File: config.mk
export PLATFORM = sky130hd
export DESIGN_NAME = rsas_cmp
export DESIGN_NICKNAME = d
export VERILOG_FILES = /design/src/hdl/rsas_pkg.sv /design/src/hdl/rsas_cmp.sv
export SDC_FILE = /design/constraint.sdc
export NUM_CORES = 1
export LEC_CHECK = 0
export BUFFER_PORTS_ARGS = -buffer_cell sky130_fd_sc_hd__buf_2
export CAP_MARGIN = 40
export CORE_ASPECT_RATIO = 1.75
export CORE_MARGIN = 2
export CORE_UTILIZATION = 25
export DETAILED_ROUTE_END_ITERATION = 10
export SYNTH_ARGS = -nofsm -noshare
export SYNTH_HDL_FRONTEND = slang
export SYNTH_SLANG_ARGS = --single-unit
File: constraint.sdc
create_clock -name vclk -period 1.5
set_clock_uncertainty 0.1 [all_clocks]
set_input_delay 0 -clock vclk [all_inputs]
set_output_delay 0 -clock vclk [all_outputs]
set_load 0.005 [all_outputs]
File: src/hdl/rsas_pkg.sv
package rsas_pkg;

	localparam int DEPTH  = 1024;
	localparam int DATA_W = 32;
	localparam int OP_W   = 2;
	localparam int POS_W  = 10;
	localparam int IDX_W  = (DEPTH > 1) ? $clog2(DEPTH) : 1;
	localparam int CNT_W  = $clog2(DEPTH + 1);
	// signed bound register: holds 0..DEPTH and -1
	localparam int PTR_W  = CNT_W + 1;

	typedef enum logic [OP_W-1:0] {
		OP_APPEND = 2'd0,
		OP_SEARCH = 2'd1,
		OP_CLEAR  = 2'd2
	} op_t;

	typedef enum logic [3:0] {
		ST_IDLE,
		ST_P_CHK,
		ST_P_MID,
		ST_P_LEFT,
		ST_P_RIGHT,
		ST_P_LO,
		ST_R_ZERO,
		ST_R_FIRST,
		ST_R_LAST,
		ST_S_CHK,
		ST_S_MID,
		ST_DONE
	} state_t;

	typedef struct packed {
		logic lt;
		logic eq;
		logic gt;
	} cmp_res_t;

	typedef struct packed {
		logic              we;
		logic [IDX_W-1:0]  waddr;
		logic [DATA_W-1:0] wdata;
		logic [IDX_W-1:0]  raddr;
	} mem_req_t;

endpackage

File: src/hdl/rsas_cmp.sv
module rsas_cmp (
	input  logic signed [rsas_pkg::DATA_W-1:0] a,
	input  logic signed [rsas_pkg::DATA_W-1:0] b,
	output rsas_pkg::cmp_res_t                 res
);

	import rsas_pkg::*;

	// one signed magnitude compare, shared by both searches
	always_comb begin
		res.lt = (a < b);
		res.eq = (a == b);
		res.gt = (a > b);
	end

endmodule

==> load_flow_metrics.sql <==
INSERT INTO impl_metrics (metric_group, metric, value, unit) VALUES
('synthesis', 'synth.yosys.seq_area_share', '0', ''),
('placement', 'place.detailed.instances', '238', ''),
('worst_setup_path', 'worstSetupEndpoint', 'res[0]', ''),
('synthesis', 'post-synth-top-count-cell', 'inv_1', ''),
('detailed_routing', 'drc', '0', ''),
('floorplan', 'core', '0.00329', 'mm^2'),
('detailed_routing', 'route.antenna.remaining_nets', '0', ''),
('sta', 'max_clock_freq', '585', 'MHz'),
('layout', 'layout-drive-gt1-share', '0.582', ''),
('sta', 'final-hold-violation-count', '0', ''),
('placement', 'hpwlAfterDp', '2.20', 'mm'),
('synthesis', 'yosys-top-cells-area', 'ha_1, inv_1, a21oi_1', ''),
('worst_setup_path', 'worst_ep_required_time', '1400', 'ps'),
('global_route', 'grt_first_pass_wirelength', '3.82', 'mm'),
('placement', 'routabilityCongestion', '0.686', ''),
('power_and_ir_drop', 'final_total_pwr', '411', 'uW'),
('detailed_routing', 'post_drt_via_cell_ratio', '4.57', ''),
('worst_hold_path', 'hold_path_class', 'in2out', ''),
('floorplan', 'die_h', '80.9', 'um'),
('layout', 'finalNetCount', '292', ''),
('worst_hold_path', 'timing.hold.worst.start', 'a[31]', ''),
('synthesis', 'synth.top_cells.by_count', 'inv_1, ha_1, a21oi_1', ''),
('run', 'maxCapViolCount', '0', ''),
('power_and_ir_drop', 'vdd_drop_max', '0.117', 'mV'),
('synthesis', 'post_synthesis_cell_type_with_the_largest_combined_area', 'ha_1', ''),
('floorplan', 'floorplan.die_area', '0.00388', 'mm^2'),
('run_status', 'outcome', 'finished, violations left', ''),
('synthesis', 'post_synth.cell_area_avg', '7.10', 'um^2'),
('layout', 'clockBufferCount', '0', ''),
('detailed_routing', 'first_pass_iters', '3', ''),
('power_and_ir_drop', 'p_per_area', '261', 'mW/mm^2'),
('floorplan', 'top_level_i_o_count', '67', ''),
('worst_setup_path', 'critical_path.startpoint_type', 'primary input', ''),
('floorplan', 'die_width', '47.9', 'um'),
('worst_setup_path', 'worst-endpoint-arrival', '1610', 'ps'),
('sta', 'post-route-min-period', '1710', 'ps'),
('global_route', 'grt_max_degree', '5', ''),
('placement', 'placement.setup.worst_slack', '-387', 'ps'),
('placement', 'post_dp_cell_area', '0.00142', 'mm^2'),
('layout', 'antenna-diode-count', '0', ''),
('global_route', 'vias_in_the_first_global_route', '1057', ''),
('layout', 'finish.instance_area', '0.00158', 'mm^2'),
('synthesis', 'ys.warnings.count', '0', ''),
('placement', 'placement.io_buffers', '67', ''),
('layout', 'finalNonFillerCells', '239', ''),
('floorplan', 'floorplan.initialDensity', '0.256', ''),
('sta', 'max_slew_margin', '0.796', ''),
('sta', 'totalNegativeSetupSlack', '-413', 'ps'),
('sta', 'report.final.slew_viol_count', '0', ''),
('layout', 'sequential_cell_total', '0', ''),
('floorplan', 'floorplan.rows', '28', ''),
('layout', 'final-seq-area', '0', 'um^2'),
('worst_setup_path', 'critical_path.endpoint_type', 'primary output', ''),
('worst_setup_path', 'crit_fanout', '2', ''),
('global_route', 'grt_util_all_layers', '0.126', ''),
('synthesis', 'synthDominantCellAreaShare', '0.474', ''),
('synthesis', 'syn_area', '845', 'um^2'),
('synthesis', 'netlist_instances', '119', ''),
('sta', 'rsz0062_at_grt', 'true', ''),
('power_and_ir_drop', 'leakagePower', '0.865', 'nW'),
('detailed_routing', 'detailedRoute.firstIterationViolations', '23', ''),
('synthesis', 'synth_cell_types', '23', ''),
('sta', 'holdWs', '435', 'ps'),
('synthesis', 'synthesis.nets', '215', ''),
('layout', 'area_growth', '86.5', '%'),
('run_status', 'violated_checks', 'negative setup slack', ''),
('sta', 'setup_viol', '2', ''),
('detailed_routing', 'routedWlPerCell', '10.1', 'um'),
('sta', 'final_min_period_over_clock_period', '1.14', ''),
('global_route', 'antenna_found_initial', '0', ''),
('worst_setup_path', 'cp-startpoint', 'a[7]', ''),
('layout', 'final_core_util', '0.478', ''),
('clock_tree', 'cts_hold_buffers', '0', ''),
('detailed_routing', 'postRouteWirelength', '2.40', 'mm'),
('sta', 'worst_margin_slew', '303', 'ps'),
('sta', 'post-route-worst-setup-slack', '-209', 'ps'),
('worst_setup_path', 'critPathKind', 'in2out', ''),
('global_route', 'globalRouteOverflowTotal', '0', ''),
('detailed_routing', 'routed-via-count', '1092', '');
==> power breakdown <==
group	internal, mW	switching (mW)	leakage (nW)
clock	0	0	0
combinational	0.227	0.184	0.865
sequential	0	0	0
total	0.227	0.184	0.865
==> layer usage <==
metal  GRT usage  routed length [um]
met5           0                   0
met4           0                   0
met3     0.00667                 158
met2       0.272                1420
met1       0.123                 826
==> logic make-up after synthesis <==
| logic type | count (synthesis) | synth area share |
|---|---|---|
| compound gates | 25 | 0.190 |
| fa+ha+maj | 32 | 0.474 |
| buf+inv | 34 | 0.151 |
| mux | 2 | 0.0237 |
| simple gates | 26 | 0.162 |
==> repair_timing <==
action / 4_1_cts / 5_1_grt
buffers inserted: 1 / 0
pin swaps: 18 / 5
gates resized for setup: 14 / 12
setup endpoints to repair: 3 / 3
==> worst min path at each step <==
| stage | endpoint | cells after the start | slack (ps) |
|---|---|---|---|
| floorplan | res[2] | 2 | 160 |
| global placement | res[2] | 5 | 420 |
| detailed placement | res[2] | 5 | 410 |
| CTS | res[2] | 5 | 430 |
| global route | res[2] | 5 | 490 |
| finish | res[2] | 5 | 440 |
==> critical path, cell delays in order <==
cell and delay [ps]:
buf_6 100, ha_4 230, a21oi_2 130, o21ai_1 80, a221o_1 320, a211o_1 250, a21oi_2 180, mux2i_1 200
buf_2 130
==> layout by cell type, fill, tap and decap left out, types with 2 or more instances in the layout <==
cell type  instances
nand4_1            6
ha_4              15
inv_1             24
inv_2              5
nor2_1             2
a21oi_2            7
o21ai_1            2
a21o_1             2
ha_1              17
o21ai_0            2
a21oi_1            5
nand3_1            3
nand2_1            7
buf_4              8
mux2i_1            2
buf_6              4
buf_2             63
inv_4              5
==> layout make-up <==
type	count	area (um^2)
repair buffers	75	420
well taps	45	56.3
multi-input cells	85	958
inverters	34	140
fillers	367	1720
(Power assumes the default switching activity.)
