**src/hdl/rsas_pkg.sv**
```systemverilog
package rsas_pkg;

	localparam int DEPTH  = 1024;
	localparam int DATA_W = 32;
	localparam int OP_W   = 2;
	localparam int POS_W  = 10;
	localparam int IDX_W  = (DEPTH > 1) ? $clog2(DEPTH) : 1;
	localparam int CNT_W  = $clog2(DEPTH + 1);
	// signed bound register: holds 0..DEPTH and -1
	localparam int PTR_W  = CNT_W + 1;

	typedef enum logic [OP_W-1:0] {
		OP_APPEND = 2'd0,
		OP_SEARCH = 2'd1,
		OP_CLEAR  = 2'd2
	} op_t;

	typedef enum logic [3:0] {
		ST_IDLE,
		ST_P_CHK,
		ST_P_MID,
		ST_P_LEFT,
		ST_P_RIGHT,
		ST_P_LO,
		ST_R_ZERO,
		ST_R_FIRST,
		ST_R_LAST,
		ST_S_CHK,
		ST_S_MID,
		ST_DONE
	} state_t;

	typedef struct packed {
		logic lt;
		logic eq;
		logic gt;
	} cmp_res_t;

	typedef struct packed {
		logic              we;
		logic [IDX_W-1:0]  waddr;
		logic [DATA_W-1:0] wdata;
		logic [IDX_W-1:0]  raddr;
	} mem_req_t;

endpackage

```
**src/hdl/rsas_ctrl.sv**
```systemverilog
module rsas_ctrl (
	input  logic                               clk,
	input  logic                               arst_n,
	input  logic                               in_valid,
	output logic                               in_ready,
	input  logic [rsas_pkg::OP_W-1:0]          in_op,
	input  logic [rsas_pkg::DATA_W-1:0]        in_value,
	input  logic [rsas_pkg::DATA_W-1:0]        rd_data,
	input  rsas_pkg::cmp_res_t                 cmp,
	output logic signed [rsas_pkg::DATA_W-1:0] cmp_a,
	output rsas_pkg::mem_req_t                 mem,
	output logic                               out_valid,
	input  logic                               out_ready,
	output logic                               found,
	output logic [rsas_pkg::POS_W-1:0]         position
);

	import rsas_pkg::*;

	state_t                    state_q, state_d;
	logic [CNT_W-1:0]          count_q;
	logic signed [PTR_W-1:0]   lo_q, hi_q;
	logic [IDX_W-1:0]          mid_q, piv_q;
	logic signed [DATA_W-1:0]  target_q, emid_q;
	logic                      ge0_q, found_q;
	logic [POS_W-1:0]          pos_q;

	logic [PTR_W:0]            mid_sum;
	logic [IDX_W-1:0]          mid_c, mid_m1;
	logic [CNT_W-1:0]          mid_p1;
	logic                      has_left, has_right, range_empty, range_one;
	logic                      accept;

	assign accept = in_valid && in_ready;

	assign mid_sum     = {lo_q[PTR_W-1], lo_q} + {hi_q[PTR_W-1], hi_q};
	assign mid_c       = mid_sum[IDX_W:1];
	assign mid_m1      = mid_q - IDX_W'(1);
	assign mid_p1      = CNT_W'(mid_q) + CNT_W'(1);
	assign has_left    = (mid_q != '0);
	assign has_right   = (mid_p1 < count_q);
	assign range_empty = (lo_q > hi_q);
	assign range_one   = (lo_q == hi_q);

	// next state
	always_comb begin
		state_d = state_q;
		unique case (state_q)
			ST_IDLE: begin
				if (accept && in_op == OP_SEARCH) begin
					state_d = (count_q == '0) ? ST_DONE : ST_P_CHK;
				end
			end
			ST_P_CHK: begin
				priority if (range_empty) state_d = ST_DONE;
				else if (range_one)       state_d = ST_R_ZERO;
				else                      state_d = ST_P_MID;
			end
			ST_P_MID: begin
				priority if (has_left) state_d = ST_P_LEFT;
				else if (has_right)    state_d = ST_P_RIGHT;
				else                   state_d = ST_P_LO;
			end
			ST_P_LEFT: begin
				priority if (cmp.lt) state_d = ST_R_ZERO;
				else if (has_right)  state_d = ST_P_RIGHT;
				else                 state_d = ST_P_LO;
			end
			ST_P_RIGHT: state_d = cmp.gt ? ST_R_ZERO : ST_P_LO;
			ST_P_LO:    state_d = ST_P_CHK;
			ST_R_ZERO:  state_d = ST_R_FIRST;
			ST_R_FIRST: state_d = ST_R_LAST;
			ST_R_LAST:  state_d = ST_S_CHK;
			ST_S_CHK:   state_d = range_empty ? ST_DONE : ST_S_MID;
			ST_S_MID:   state_d = cmp.eq ? ST_DONE : ST_S_CHK;
			ST_DONE: begin
				if (out_ready) state_d = ST_IDLE;
			end
			default:    state_d = ST_IDLE;
		endcase
	end

	// outputs and read address
	always_comb begin
		in_ready  = 1'b0;
		out_valid = 1'b0;
		mem.raddr = '0;
		cmp_a     = target_q;
		unique case (state_q)
			ST_IDLE: in_ready = 1'b1;
			ST_P_CHK: mem.raddr = mid_c;
			ST_P_MID: begin
				cmp_a = emid_q;
				priority if (has_left) mem.raddr = mid_m1;
				else if (has_right)    mem.raddr = mid_p1[IDX_W-1:0];
				else                   mem.raddr = lo_q[IDX_W-1:0];
			end
			ST_P_LEFT: begin
				cmp_a = emid_q;
				mem.raddr = has_right ? mid_p1[IDX_W-1:0] : lo_q[IDX_W-1:0];
			end
			ST_P_RIGHT: begin
				cmp_a = emid_q;
				mem.raddr = lo_q[IDX_W-1:0];
			end
			ST_P_LO:    cmp_a = emid_q;
			ST_R_ZERO:  mem.raddr = '0;
			ST_R_FIRST: mem.raddr = piv_q;
			ST_S_CHK:   mem.raddr = mid_c;
			ST_DONE:    out_valid = 1'b1;
			default: ;
		endcase
	end

	assign mem.we    = accept && (in_op == OP_APPEND) && (count_q < CNT_W'(DEPTH));
	assign mem.waddr = count_q[IDX_W-1:0];
	assign mem.wdata = in_value;

	always_ff @(posedge clk or negedge arst_n) begin
		if (!arst_n) begin
			state_q <= ST_IDLE;
			count_q <= '0;
		end else begin
			state_q <= state_d;
			if (mem.we) begin
				count_q <= count_q + CNT_W'(1);
			end else if (accept && in_op == OP_CLEAR) begin
				count_q <= '0;
			end
		end
	end

	// datapath registers
	always_ff @(posedge clk) begin
		unique case (state_q)
			ST_IDLE: begin
				target_q <= $signed(in_value);
				found_q  <= 1'b0;
				pos_q    <= '0;
				lo_q     <= '0;
				hi_q     <= $signed(PTR_W'(count_q) - PTR_W'(1));
			end
			ST_P_CHK: begin
				mid_q <= mid_c;
				piv_q <= lo_q[IDX_W-1:0];
			end
			ST_P_MID: emid_q <= $signed(rd_data);
			ST_P_LEFT: piv_q <= mid_m1;
			ST_P_RIGHT: piv_q <= mid_q;
			ST_P_LO: begin
				// first element above the middle one: the pivot lies to the left
				if (cmp.lt) hi_q <= $signed(PTR_W'(mid_q) - PTR_W'(1));
				else        lo_q <= $signed(PTR_W'(mid_q) + PTR_W'(1));
			end
			ST_R_FIRST: ge0_q <= !cmp.lt;
			ST_R_LAST: begin
				if (ge0_q && !cmp.gt) begin
					lo_q <= '0;
					hi_q <= $signed(PTR_W'(piv_q));
				end else begin
					lo_q <= $signed(PTR_W'(piv_q) + PTR_W'(1));
					hi_q <= $signed(PTR_W'(count_q) - PTR_W'(1));
				end
			end
			ST_S_CHK: mid_q <= mid_c;
			ST_S_MID: begin
				priority if (cmp.eq) begin
					found_q <= 1'b1;
					pos_q   <= POS_W'(mid_q);
				end else if (cmp.gt) begin
					lo_q <= $signed(PTR_W'(mid_q) + PTR_W'(1));
				end else begin
					hi_q <= $signed(PTR_W'(mid_q) - PTR_W'(1));
				end
			end
			default: ;
		endcase
	end

	assign found    = found_q;
	assign position = pos_q;

endmodule

```
**config.mk**
```make
export PLATFORM = sky130hd
export DESIGN_NAME = rsas_ctrl
export DESIGN_NICKNAME = d
export VERILOG_FILES = /design/src/hdl/rsas_pkg.sv /design/src/hdl/rsas_ctrl.sv
export SDC_FILE = /design/constraint.sdc
export NUM_CORES = 1
export LEC_CHECK = 0
export ABC_CLOCK_PERIOD_IN_PS = 4800
export CORE_AREA = 8 8 198 153
export DETAILED_ROUTE_END_ITERATION = 6
export DIE_AREA = 0 0 206 161
export DONT_BUFFER_PORTS = 1
export PLACE_DENSITY = 0.53
export SLEW_MARGIN = 20
export SYNTH_ARGS = -nofsm -noshare
export SYNTH_HDL_FRONTEND = slang
export SYNTH_SLANG_ARGS = --single-unit
```
**constraint.sdc**
```tcl
create_clock -name clk -period 4.8 [get_ports clk]
set_input_delay 0.96 -clock clk [delete_from_list [all_inputs] [get_ports clk]]
set_output_delay 0.96 -clock clk [all_outputs]
set_load 0.005 [all_outputs]
```
==> results of run 1 <==
==> layout make-up <==
cell class / count / area share [%]
clock buffers: 17 / 4.91
clock inverters: 15 / 2.05
inverters: 48 / 2.08
multi-input cells: 467 / 39.1
flip-flops and latches: 134 / 45.6
well taps: 357 / 5.15
repair buffers: 14 / 1.18
==> power by group through the flow <==
stage / Sequential, mW / Combinational (mW) / Clock [mW]
3_3_place_gp: 2.42 / 3.26 / 0
4_1_cts: 2.41 / 3.28 / 1.40
2_1_floorplan: 2.13 / 2.51 / 0
6_report: 2.42 / 3.33 / 1.37
3_5_place_dp: 2.43 / 3.27 / 0
5_1_grt: 2.47 / 3.61 / 1.44
==> registers in the layout, summed over array words and instances, names as in the netlist <==
register / cells
count_q: 11
found: 1
hi_q: 12
mid_q: 10
state_q: 4
piv_q: 10
target_q: 32
ge0_q: 1
position: 10
emid_q: 32
lo_q: 11
==> worst max-delay path by stage <==
stage	depth (start not counted)	to	slack, ns
floorplan	12	mem[7]	1.25
global placement	12	mem[7]	0.63
detailed placement	12	mem[7]	0.55
CTS	12	mem[7]	0.05
global route	12	mem[7]	0.02
finish	12	mem[7]	0.26
==> critical path, cell delays in order (launching register included) <==
cell and delay [ns]:
edfxtp_1 0.47, ha_1 0.25, and4_1 0.25, nand4_1 0.16, xnor2_2 0.23, inv_1 0.08, ha_1 0.29, nand4_1 0.11
nor3_1 0.20, a21oi_1 0.11, nand2_1 0.22, mux2_2 0.37, a221o_1 0.40
==> cell usage in the layout (no fill, tap or decap), types with 5 or more instances in the layout <==
| cell type | n |
|---|---|
| nand2b_1 | 10 |
| dfrtp_1 | 15 |
| mux2i_1 | 8 |
| nand3_1 | 17 |
| and2_1 | 9 |
| nor2_1 | 34 |
| buf_4 | 13 |
| a21oi_1 | 32 |
| nor4_1 | 6 |
| and3_1 | 8 |
| nand4_1 | 6 |
| a22oi_1 | 10 |
| ha_1 | 36 |
| a21o_1 | 5 |
| a221o_1 | 7 |
| nor2b_1 | 5 |
| nand2_1 | 49 |
| xor2_1 | 12 |
| xnor2_1 | 27 |
| clkbuf_16 | 17 |
| o221ai_1 | 7 |
| nor3_1 | 14 |
| o211ai_1 | 5 |
| edfxtp_1 | 119 |
| o22ai_1 | 6 |
| mux2_2 | 33 |
| a222oi_1 | 7 |
| inv_1 | 46 |
| o21ai_0 | 45 |
| a31oi_1 | 10 |
==> cells by family after synthesis <==
logic type | after synthesis | share of synthesized area (%)
simple gates | 182 | 12.1
compound gates | 167 | 14.2
flops | 134 | 49.4
buf+inv | 124 | 8.35
mux | 41 | 5.65
xor+xnor | 40 | 4.39
fa+ha+maj | 37 | 5.89
==> routing by layer <==
metal | global-route usage [%] | up-vias | part of all wire [%] | wire (um)
met5 | 0 | - | 0.054 | 13
met4 | 3.35 | 2 | 1.0 | 253
met3 | 5.28 | 22 | 9.8 | 2360
met2 | 20.1 | 270 | 44 | 10600
met1 | 19.9 | 2834 | 45 | 10900
li1 | - | 2557 | - | -
==> stage by stage <==
| stage | setup slack (ns) | instances |
|---|---|---|
| after floorplan | 1.25 | 725 |
| after global placement | 0.628 | 1016 |
| after detailed placement | 0.551 | 1016 |
| after CTS | 0.0469 | 1048 |
| after global routing | 0.0244 | 1052 |
| final | 0.258 | 1052 |
==> repair_timing <==
| item | in CTS | in global routing |
|---|---|---|
| endpoints found under the setup margin | 0 | 6 |
| hold buffers | 0 | 0 |
| buffers inserted | 0 | 4 |
| gates resized for setup | 0 | 1 |
==> metrics.cfg, run 1 <==
[status]
outcome = complete, no violations

[logic_synthesis]
synth_cell_types = 61
synthArstFlopShare_pct = 11.2
synth_edf_count = 119
synth_seq_cells = 134
yosysTopAreaCellShare_pct = 44.7
synthCells = 725
synth.area.top_cells = edfxtp_1, ha_1, dfrtp_1
synth_common_cells = edfxtp_1, nand2_1, inv_1
synthFlopType = edfxtp_1
synth_nets = 835
avgSynthCellArea_um2 = 11.0
yosysMostFrequentCell = edfxtp_1
ys_seq_area_share_pct = 49.4
yosysWarnings = 0
yosysTopAreaCell = edfxtp_1
synth_area_mm2 = 0.00799

[layout]
regArea_mm2 = 0.00395
syn2layout_area_growth_pct = 8.52
multiInputGateArea_mm2 = 0.00339
stdcell_area_mm2 = 0.00867
layout-drive-gt1-share_pct = 14.0
fin_nets = 792
post-route-util_pct = 31.7
n_antenna_cell = 0
fillers = 2770

[floorplan]
core-area_mm2 = 0.0273
start_util_pct = 29.2
rows = 53
die-area_mm2 = 0.0332
die-width_um = 206
die-height_um = 161
io-pin-count = 171

[sta]
rsz0062_at_grt = false
period_share_pct = 94.6
worst_pin_slew_ns = 0.970
hold_ws_ns = 0.225
fin_crit_ns = 4.54
fin_setup_tns_ns = 0
fmax_mhz = 220
setup_viol = 0
clock-skew-final_ns = 0.0205
hold_violations = 0
relSlewSlack_pct = 35.2
finalMaxSlewViolations = 0

[detailed_routing]
wl_per_cell_um = 22.9
initialDrtViolationCount = 539
drc_errors = 0
ant_nets = 0
via_per_inst = 5.40
vias = 5685
drt_wl_total_um = 24100
drt_first_pass_iters = 7

[pwr]
clock_power_share_pct = 19.2
vdd_drop_max_mv = 0.355
power.share.sequential_pct = 34.0
p_comb_share_pct = 46.7
switching_share_pct = 44.1
power.density_mw_per_mm2 = 821
finalPower_mw = 7.12
leakagePower_nw = 3.15
intPower_mw = 3.98
p_sw_mw = 3.14

[critical_path]
crit_path_start = mid_q[0]$_DFFE_PN_
reg2reg_from = mid_q[0]$_DFFE_PN_
cp.required_ns = 3.84
reg2reg_to = state_q[0]$_DFFE_PN0P_
endpoint_kind = output port
crit_type = reg2out
cp-start-kind = flop
cp.arrival_ns = 3.58
crit_fanout = 6
rrSetupSlack_ns = 2.04
ff2ff_path_depth = 12

[cts]
root_buffer = clkbuf_16
cts_tree = built
htreeDepth = 4
numCtsBuffers = 17
path_clk_slew_ns = 0.06
clock_path_buffers = 2
clk_latency_ns = 0.44
cts.sinks = 134

[global_routing]
first_global_vias = 5279
grt.total_usage_pct = 14.1
grt_pass1_wl_um = 34800
grt_antenna_before_repair = 1
grt_max_degree = 37
overflow = 0

[placed_design]
hpwl_um = 17800
dpl-instance-area_mm2 = 0.00803
gp_congestion = 0.918
io_buffers = 0

[hold_path]
hold_class = in2async

[job]
drv_cap = 0

(Power assumes the default switching activity.)
==> run 2, diff against run 1 <==
--- a/config.mk
+++ b/config.mk
@@ -5,10 +5,11 @@
 export SDC_FILE = /design/constraint.sdc
 export NUM_CORES = 1
 export LEC_CHECK = 0
+export ABC_AREA = 1
 export ABC_CLOCK_PERIOD_IN_PS = 4800
-export CORE_AREA = 8 8 198 153
+export CORE_AREA = 8 8 202 156
 export DETAILED_ROUTE_END_ITERATION = 6
-export DIE_AREA = 0 0 206 161
+export DIE_AREA = 0 0 210 164
 export DONT_BUFFER_PORTS = 1
 export PLACE_DENSITY = 0.53
 export SLEW_MARGIN = 20
==> run 2 against run 1 <==
Fmax grew 1.3%. First-iteration DRC count grew 37%. Die area grew 3.8%. Non-clock buffer count shrank 8. Combinational power grew 13%. Power grew 7.4%. Largest cell class unchanged. Highest routed layer is now met4. Area after synthesis grew 4.1%. Wire length grew 7.6%. Sequential power is essentially flat. Clock skew shrank 0.0064 ns.
==> metrics.cfg, run 2 <==
[status]
outcome = complete, no violations

[logic_synthesis]
synthFlopType = edfxtp_1
synth_cell_types = 38  ; -38%
yosysWarnings = 0  ; unchanged
synth_edf_count = 119  ; unchanged
yosysMostFrequentCell = nand2_1
synth_area_mm2 = 0.00832  ; +4.1%
synth_common_cells = nand2_1, inv_1, edfxtp_1
synthArstFlopShare_pct = 11.2  ; unchanged
ys_seq_area_share_pct = 47.5  ; -2.0 points
synthCells = 994  ; +37%
synth_seq_cells = 134  ; unchanged
yosysTopAreaCellShare_pct = 43.0  ; -1.8 points
yosysTopAreaCell = edfxtp_1
synth.area.top_cells = edfxtp_1, nand2_1, inv_1
synth_nets = 1104  ; +32%
avgSynthCellArea_um2 = 8.37  ; -24%

[floorplan]
start_util_pct = 29.2  ; about the same
core-area_mm2 = 0.0284  ; +4.1%
die-width_um = 210  ; +1.9%
die-height_um = 164  ; +1.9%
die-area_mm2 = 0.0344  ; +3.8%
rows = 54  ; +1.9%
io-pin-count = 171  ; unchanged

[cts]
htreeDepth = 4  ; unchanged
root_buffer = clkbuf_16
numCtsBuffers = 17  ; unchanged
clock_path_buffers = 2  ; unchanged
holdBufCountCts = 0  ; unchanged
cts_setup_buffers = 0  ; unchanged
cts_tree = built
cts.sinks = 134  ; unchanged
clk_latency_ns = 0.42  ; -0.02 ns
path_clk_slew_ns = 0.07  ; about the same
cts-resized-gates = 0  ; unchanged

[sta]
worst_pin_slew_ns = 1.05  ; +0.0808 ns
setup_viol = 0  ; unchanged
fin_crit_ns = 4.48  ; -0.0577 ns
finalMaxSlewViolations = 0  ; unchanged
clock-skew-final_ns = 0.0141  ; -0.00639 ns
fmax_mhz = 223  ; +1.3%
hold_violations = 0  ; unchanged
hold_ws_ns = 0.226  ; +0.000898 ns
relSlewSlack_pct = 29.5  ; -5.7 points
rsz0062_at_grt = false
period_share_pct = 93.4  ; -1.2 points
fin_setup_tns_ns = 0  ; unchanged

[layout]
top_regs = emid_q x32, target_q x32, hi_q x12
n_antenna_cell = 0  ; unchanged
post-route-util_pct = 31.9  ; +0.19 points
multiInputGateArea_mm2 = 0.00329  ; -2.8%
final_common_cell = nand2_1
fin_nets = 1069  ; +35%
fillers = 2986  ; +7.8%
instances_no_fill = 1363  ; +30%
layout-drive-gt1-share_pct = 6.80  ; -7.2 points
regArea_mm2 = 0.00395  ; unchanged
syn2layout_area_growth_pct = 9.15
layout_common_cells = nand2_1, inv_1, edfxtp_1, nor2_1, nand3_1

[critical_path]
cp-start-kind = flop
crit_path_start = mid_q[0]$_DFFE_PN_
reg2reg_to = state_q[0]$_DFFE_PN0P_
crit_type = reg2out
cp.required_ns = 3.84  ; about the same
reg2reg_from = mid_q[0]$_DFFE_PN_
rrSetupSlack_ns = 1.69  ; -0.35 ns
ff2ff_path_depth = 12  ; unchanged
cp.arrival_ns = 3.52  ; -0.06 ns
endpoint_kind = output port
crit_fanout = 12  ; +6

[detailed_routing]
ant_nets = 0  ; unchanged
wl_per_cell_um = 19.1  ; -17%
initialDrtViolationCount = 741  ; +37%
via_per_inst = 4.88  ; -9.8%
drt_first_pass_iters = 5  ; -2
vias = 6646  ; +17%
drc_errors = 0  ; unchanged
drt_wl_total_um = 26000  ; +7.6%

[placed_design]
hpwl_um = 20400  ; +14%
io_buffers = 0  ; unchanged
gp_congestion = 0.984  ; +7.1%
place_inst = 1332  ; +31%

[hold_path]
hold_class = in2async

[global_routing]
grt.total_usage_pct = 15.0  ; +0.81 points
overflow = 0  ; unchanged
grt_antenna_before_repair = 0  ; -1
grt_pass1_wl_um = 38600  ; +11%
first_global_vias = 6177  ; +17%
grt_max_degree = 65  ; +76%

[pwr]
vdd_drop_max_mv = 0.327  ; -7.8%
leakagePower_nw = 3.99  ; +27%
power.density_mw_per_mm2 = 842  ; +2.6%

[job]
drv_cap = 0  ; unchanged

## run 2: changes by cell type after synthesis, moves of 27 or more
cell / change
nand3_1: +56
o21ai_0: -27
o21ai_1: +28
mux2_2: -33
nor2_1: +41
inv_1: +115
nand2_1: +213
## run 2: cell families (layout without fill, tap and decap cells)
group	count (synthesis)	after routing	share of synthesized area [%]
buf+inv	234	211	13.0
fa+ha+maj	37	37	5.66
xor+xnor	23	23	2.42
simple gates	445	445	22.7
flops	134	134	47.5
compound gates	121	121	8.76
## run 2: how the worst max path moves through the flow
stage              to  cells after the start  slack (ns)
2_1_floorplan  mem[9]                     17        1.57
3_3_place_gp   mem[8]                     14        0.98
3_5_place_dp   mem[8]                     11        0.90
4_1_cts        mem[8]                     11        0.41
5_1_grt        mem[8]                     12        0.06
6_report       mem[8]                     11        0.32
## run 2: worst max-delay path, stage by stage (launching register included)
cell and delay, ns:
edfxtp_1 0.56, ha_1 0.34, nand4_1 0.17, nor2_1 0.37
ha_1 0.33, nand2_1 0.10, inv_1 0.06, a21oi_1 0.20
nand3_1 0.46, nand2_1 0.19, nand3_1 0.12, nand3_1 0.19
## run 2: cell type report
| type | count | share of cell area, % |
|---|---|---|
| flip-flops and latches | 134 | 43.5 |
| well taps | 392 | 5.40 |
| clock inverters | 14 | 2.47 |
| clock buffers | 17 | 4.69 |
| inverters | 174 | 7.20 |
| multi-input cells | 626 | 36.3 |
| repair buffers | 6 | 0.496 |
## run 2: power by group
part	switching (mW)	internal, mW	total (mW)
registers	0.435	1.97	2.41
logic	2.68	1.08	3.76
clock network	0.547	0.927	1.47
total	3.67	3.98	7.64
## run 2: per-layer routing
layer  vias up  wire length [um]  track usage (%)
met5         -                 0                0
met4         0               531             4.41
met3        42              2910             5.40
met2       354             11000             21.4
met1      3115             11600             20.8
li1       3135                 -                -
## run 2: metrics by stage
stage	power, mW	worst slack, ns	area (um^2)
2_1_floorplan	4.92	1.57	8320
3_3_place_gp	6.13	0.984	8430
3_5_place_dp	6.13	0.900	8430
4_1_cts	7.63	0.410	9080
5_1_grt	8.21	0.0571	9080
6_report	7.64	0.315	9080
==> run 3, diff against run 2 <==
--- a/config.mk
+++ b/config.mk
@@ -6,7 +6,7 @@
 export NUM_CORES = 1
 export LEC_CHECK = 0
 export ABC_AREA = 1
-export ABC_CLOCK_PERIOD_IN_PS = 4800
+export ABC_CLOCK_PERIOD_IN_PS = 4600
 export CORE_AREA = 8 8 202 156
 export DETAILED_ROUTE_END_ITERATION = 6
 export DIE_AREA = 0 0 210 164
==> constraint.sdc (replaced) <==
create_clock -name clk -period 4.6 [get_ports clk]
set_input_delay 0.92 -clock clk [delete_from_list [all_inputs] [get_ports clk]]
set_output_delay 0.92 -clock clk [all_outputs]
set_load 0.005 [all_outputs]
==> run 3 against run 2 <==
Highest routed layer unchanged. First-iteration DRC count increased by 13%. Die area unchanged. Utilization fell by 0.18 points. Sequential cell count unchanged. Worst hold slack lost 0.035 ns. Clock power shrank 5%. Via count fell by 1.3%.
==> metrics.cfg, run 3 (synthesized netlist as in run 2, its figures left out) <==
[critical_path]
ff2ff_path_depth = 12  ; unchanged
cp.required_ns = 3.68  ; -0.16 ns
cp.arrival_ns = 3.31  ; -0.21 ns
crit_type = reg2out
slowest_delay_ns = 0.56  ; about the same
cp_slowest_cell = edfxtp_1
endpoint_kind = output port
crit_chain = ha_1 -> nand4_1 -> nor2_1 -> ha_1 -> nand2_1 -> inv_1 -> a21oi_1 -> nand3_2 -> nand2_1 -> nand3_1 -> nand3_1
crit_fanout = 12  ; unchanged
path_delay_family = simple AND/OR/NAND/NOR gates
critPathBufInv = 1  ; unchanged
cp-start-kind = flop
cp_num_cells = 11  ; unchanged

[layout]
top_regs = emid_q x32, target_q x32, hi_q x12
layout-drive-gt1-share_pct = 6.89  ; +0.096 points
instances_no_fill = 1364  ; +0.073%
n_antenna_cell = 0  ; unchanged
final_common_cell = nand2_1
layout_common_cells = nand2_1, inv_1, edfxtp_1, nor2_1, nand3_1
syn2layout_area_growth_pct = 8.52
fin_nets = 1069  ; unchanged

[global_routing]
grt_max_degree = 65  ; unchanged
grt_pass1_wl_um = 38000  ; -1.8%
first_global_vias = 5961  ; -3.5%
grt.total_usage_pct = 14.8  ; -0.17 points
grt_antenna_before_repair = 0  ; unchanged
overflow = 0  ; unchanged

[sta]
period_share_pct = 91.9
fin_setup_tns_ns = 0  ; unchanged
setup_viol = 0  ; unchanged
rsz0062_at_grt = false
finalMaxSlewViolations = 0  ; unchanged
hold_violations = 0  ; unchanged
fin_crit_ns = 4.23
worst_pin_slew_ns = 1.01  ; -0.0381 ns
fmax_mhz = 237
relSlewSlack_pct = 32.0  ; +2.6 points
clock-skew-final_ns = 0.0152  ; +0.00105 ns

[cts]
numCtsBuffers = 17  ; unchanged
cts.sinks = 134  ; unchanged
cts_setup_buffers = 0  ; unchanged
htreeDepth = 4  ; unchanged
clock_path_buffers = 2  ; unchanged
root_buffer = clkbuf_16
cts_tree = built
cts-resized-gates = 0  ; unchanged
path_clk_slew_ns = 0.06  ; about the same
holdBufCountCts = 0  ; unchanged
clk_latency_ns = 0.43  ; about the same

[floorplan]
die-width_um = 210  ; unchanged
start_util_pct = 29.2  ; unchanged
rows = 54  ; unchanged
core-area_mm2 = 0.0284  ; unchanged
die-area_mm2 = 0.0344  ; unchanged
io-pin-count = 171  ; unchanged
die-height_um = 164  ; unchanged

[placed_design]
gp_congestion = 0.970  ; -1.4%
hpwl_um = 20400  ; about the same
place_inst = 1332  ; unchanged
io_buffers = 0  ; unchanged

[hold_path]
hold_class = in2async

[job]
drv_cap = 0  ; unchanged

[detailed_routing]
ant_nets = 0  ; unchanged
drc_errors = 0  ; unchanged
vias = 6558  ; -1.3%
via_per_inst = 4.81  ; -1.4%
initialDrtViolationCount = 840  ; +13%
drt_wl_total_um = 25800  ; -0.67%
wl_per_cell_um = 18.9  ; -0.75%
drt_first_pass_iters = 6  ; +1

[status]
outcome = complete, no violations

[pwr]
vdd_drop_max_mv = 0.295  ; -9.9%
leakagePower_nw = 3.96  ; -0.85%
power.density_mw_per_mm2 = 868  ; +3.1%

[run 3: cell types whose count changed in the layout (fill, tap and decap cells not counted), moves of 3 or more]
cell	before	now
bufinv_16	5	2
clkinvlp_4	0	3
inv_6	2	6
clkinv_4	4	0
[run 3: area by class of cell]
class                      count  area, um^2
tap                          392         490
sequential                   134        3950
multi-input combinational    626        3300
fill                        2998       19400
timing repair buffer           6        45.0
clock buffer                  18         429
inverter                     174         653
clock inverter                14         163
[run 3: worst paths after layout]
path | from | endpoint | slack (ns)
max | mid_q[0]$_DFFE_PN_ | mem[8] | 0.37
min | arst_n | count_q[7]$_DFFE_PN0P_ | 0.19
max reg2reg | mid_q[0]$_DFFE_PN_ | state_q[0]$_DFFE_PN0P_ | 1.71
min reg2reg | count_q[9]$_DFFE_PN0P_ | count_q[10]$_DFFE_PN0P_ | 0.66
max in group asynchronous | arst_n | count_q[8]$_DFFE_PN0P_ | 4.33
min in group clk | rd_data[3] | emid_q[3]$_DFFE_PP_ | 0.59
[run 3: stage by stage]
step	utilization [%]	worst slack (ns)	hold WS (ns)	area [um^2]	power, mW
floorplan	-	1.41	0.563	8320	5.14
global placement	29.6	0.832	0.625	8430	6.39
detailed placement	29.6	0.764	0.625	8430	6.40
CTS	31.7	0.292	0.163	9020	7.82
global route	31.7	0.191	0.162	9020	8.40
finish	31.7	0.373	0.190	9020	7.83
[run 3: layer usage]
metal	vias to the layer above	track usage (%)	part of all wire [%]	wire (um)
met5	-	0	0	0
li1	3151	-	-	-
met1	3038	20.5	44	11400
met4	0	3.55	1.2	308
met3	22	5.21	12	2970
met2	347	21.7	43	11200
[run 3: where the power goes]
part	internal, mW	switching, mW	leakage [nW]
registers	2.06	0.450	1.32
logic	1.13	2.80	2.35
clock network	0.815	0.578	0.283
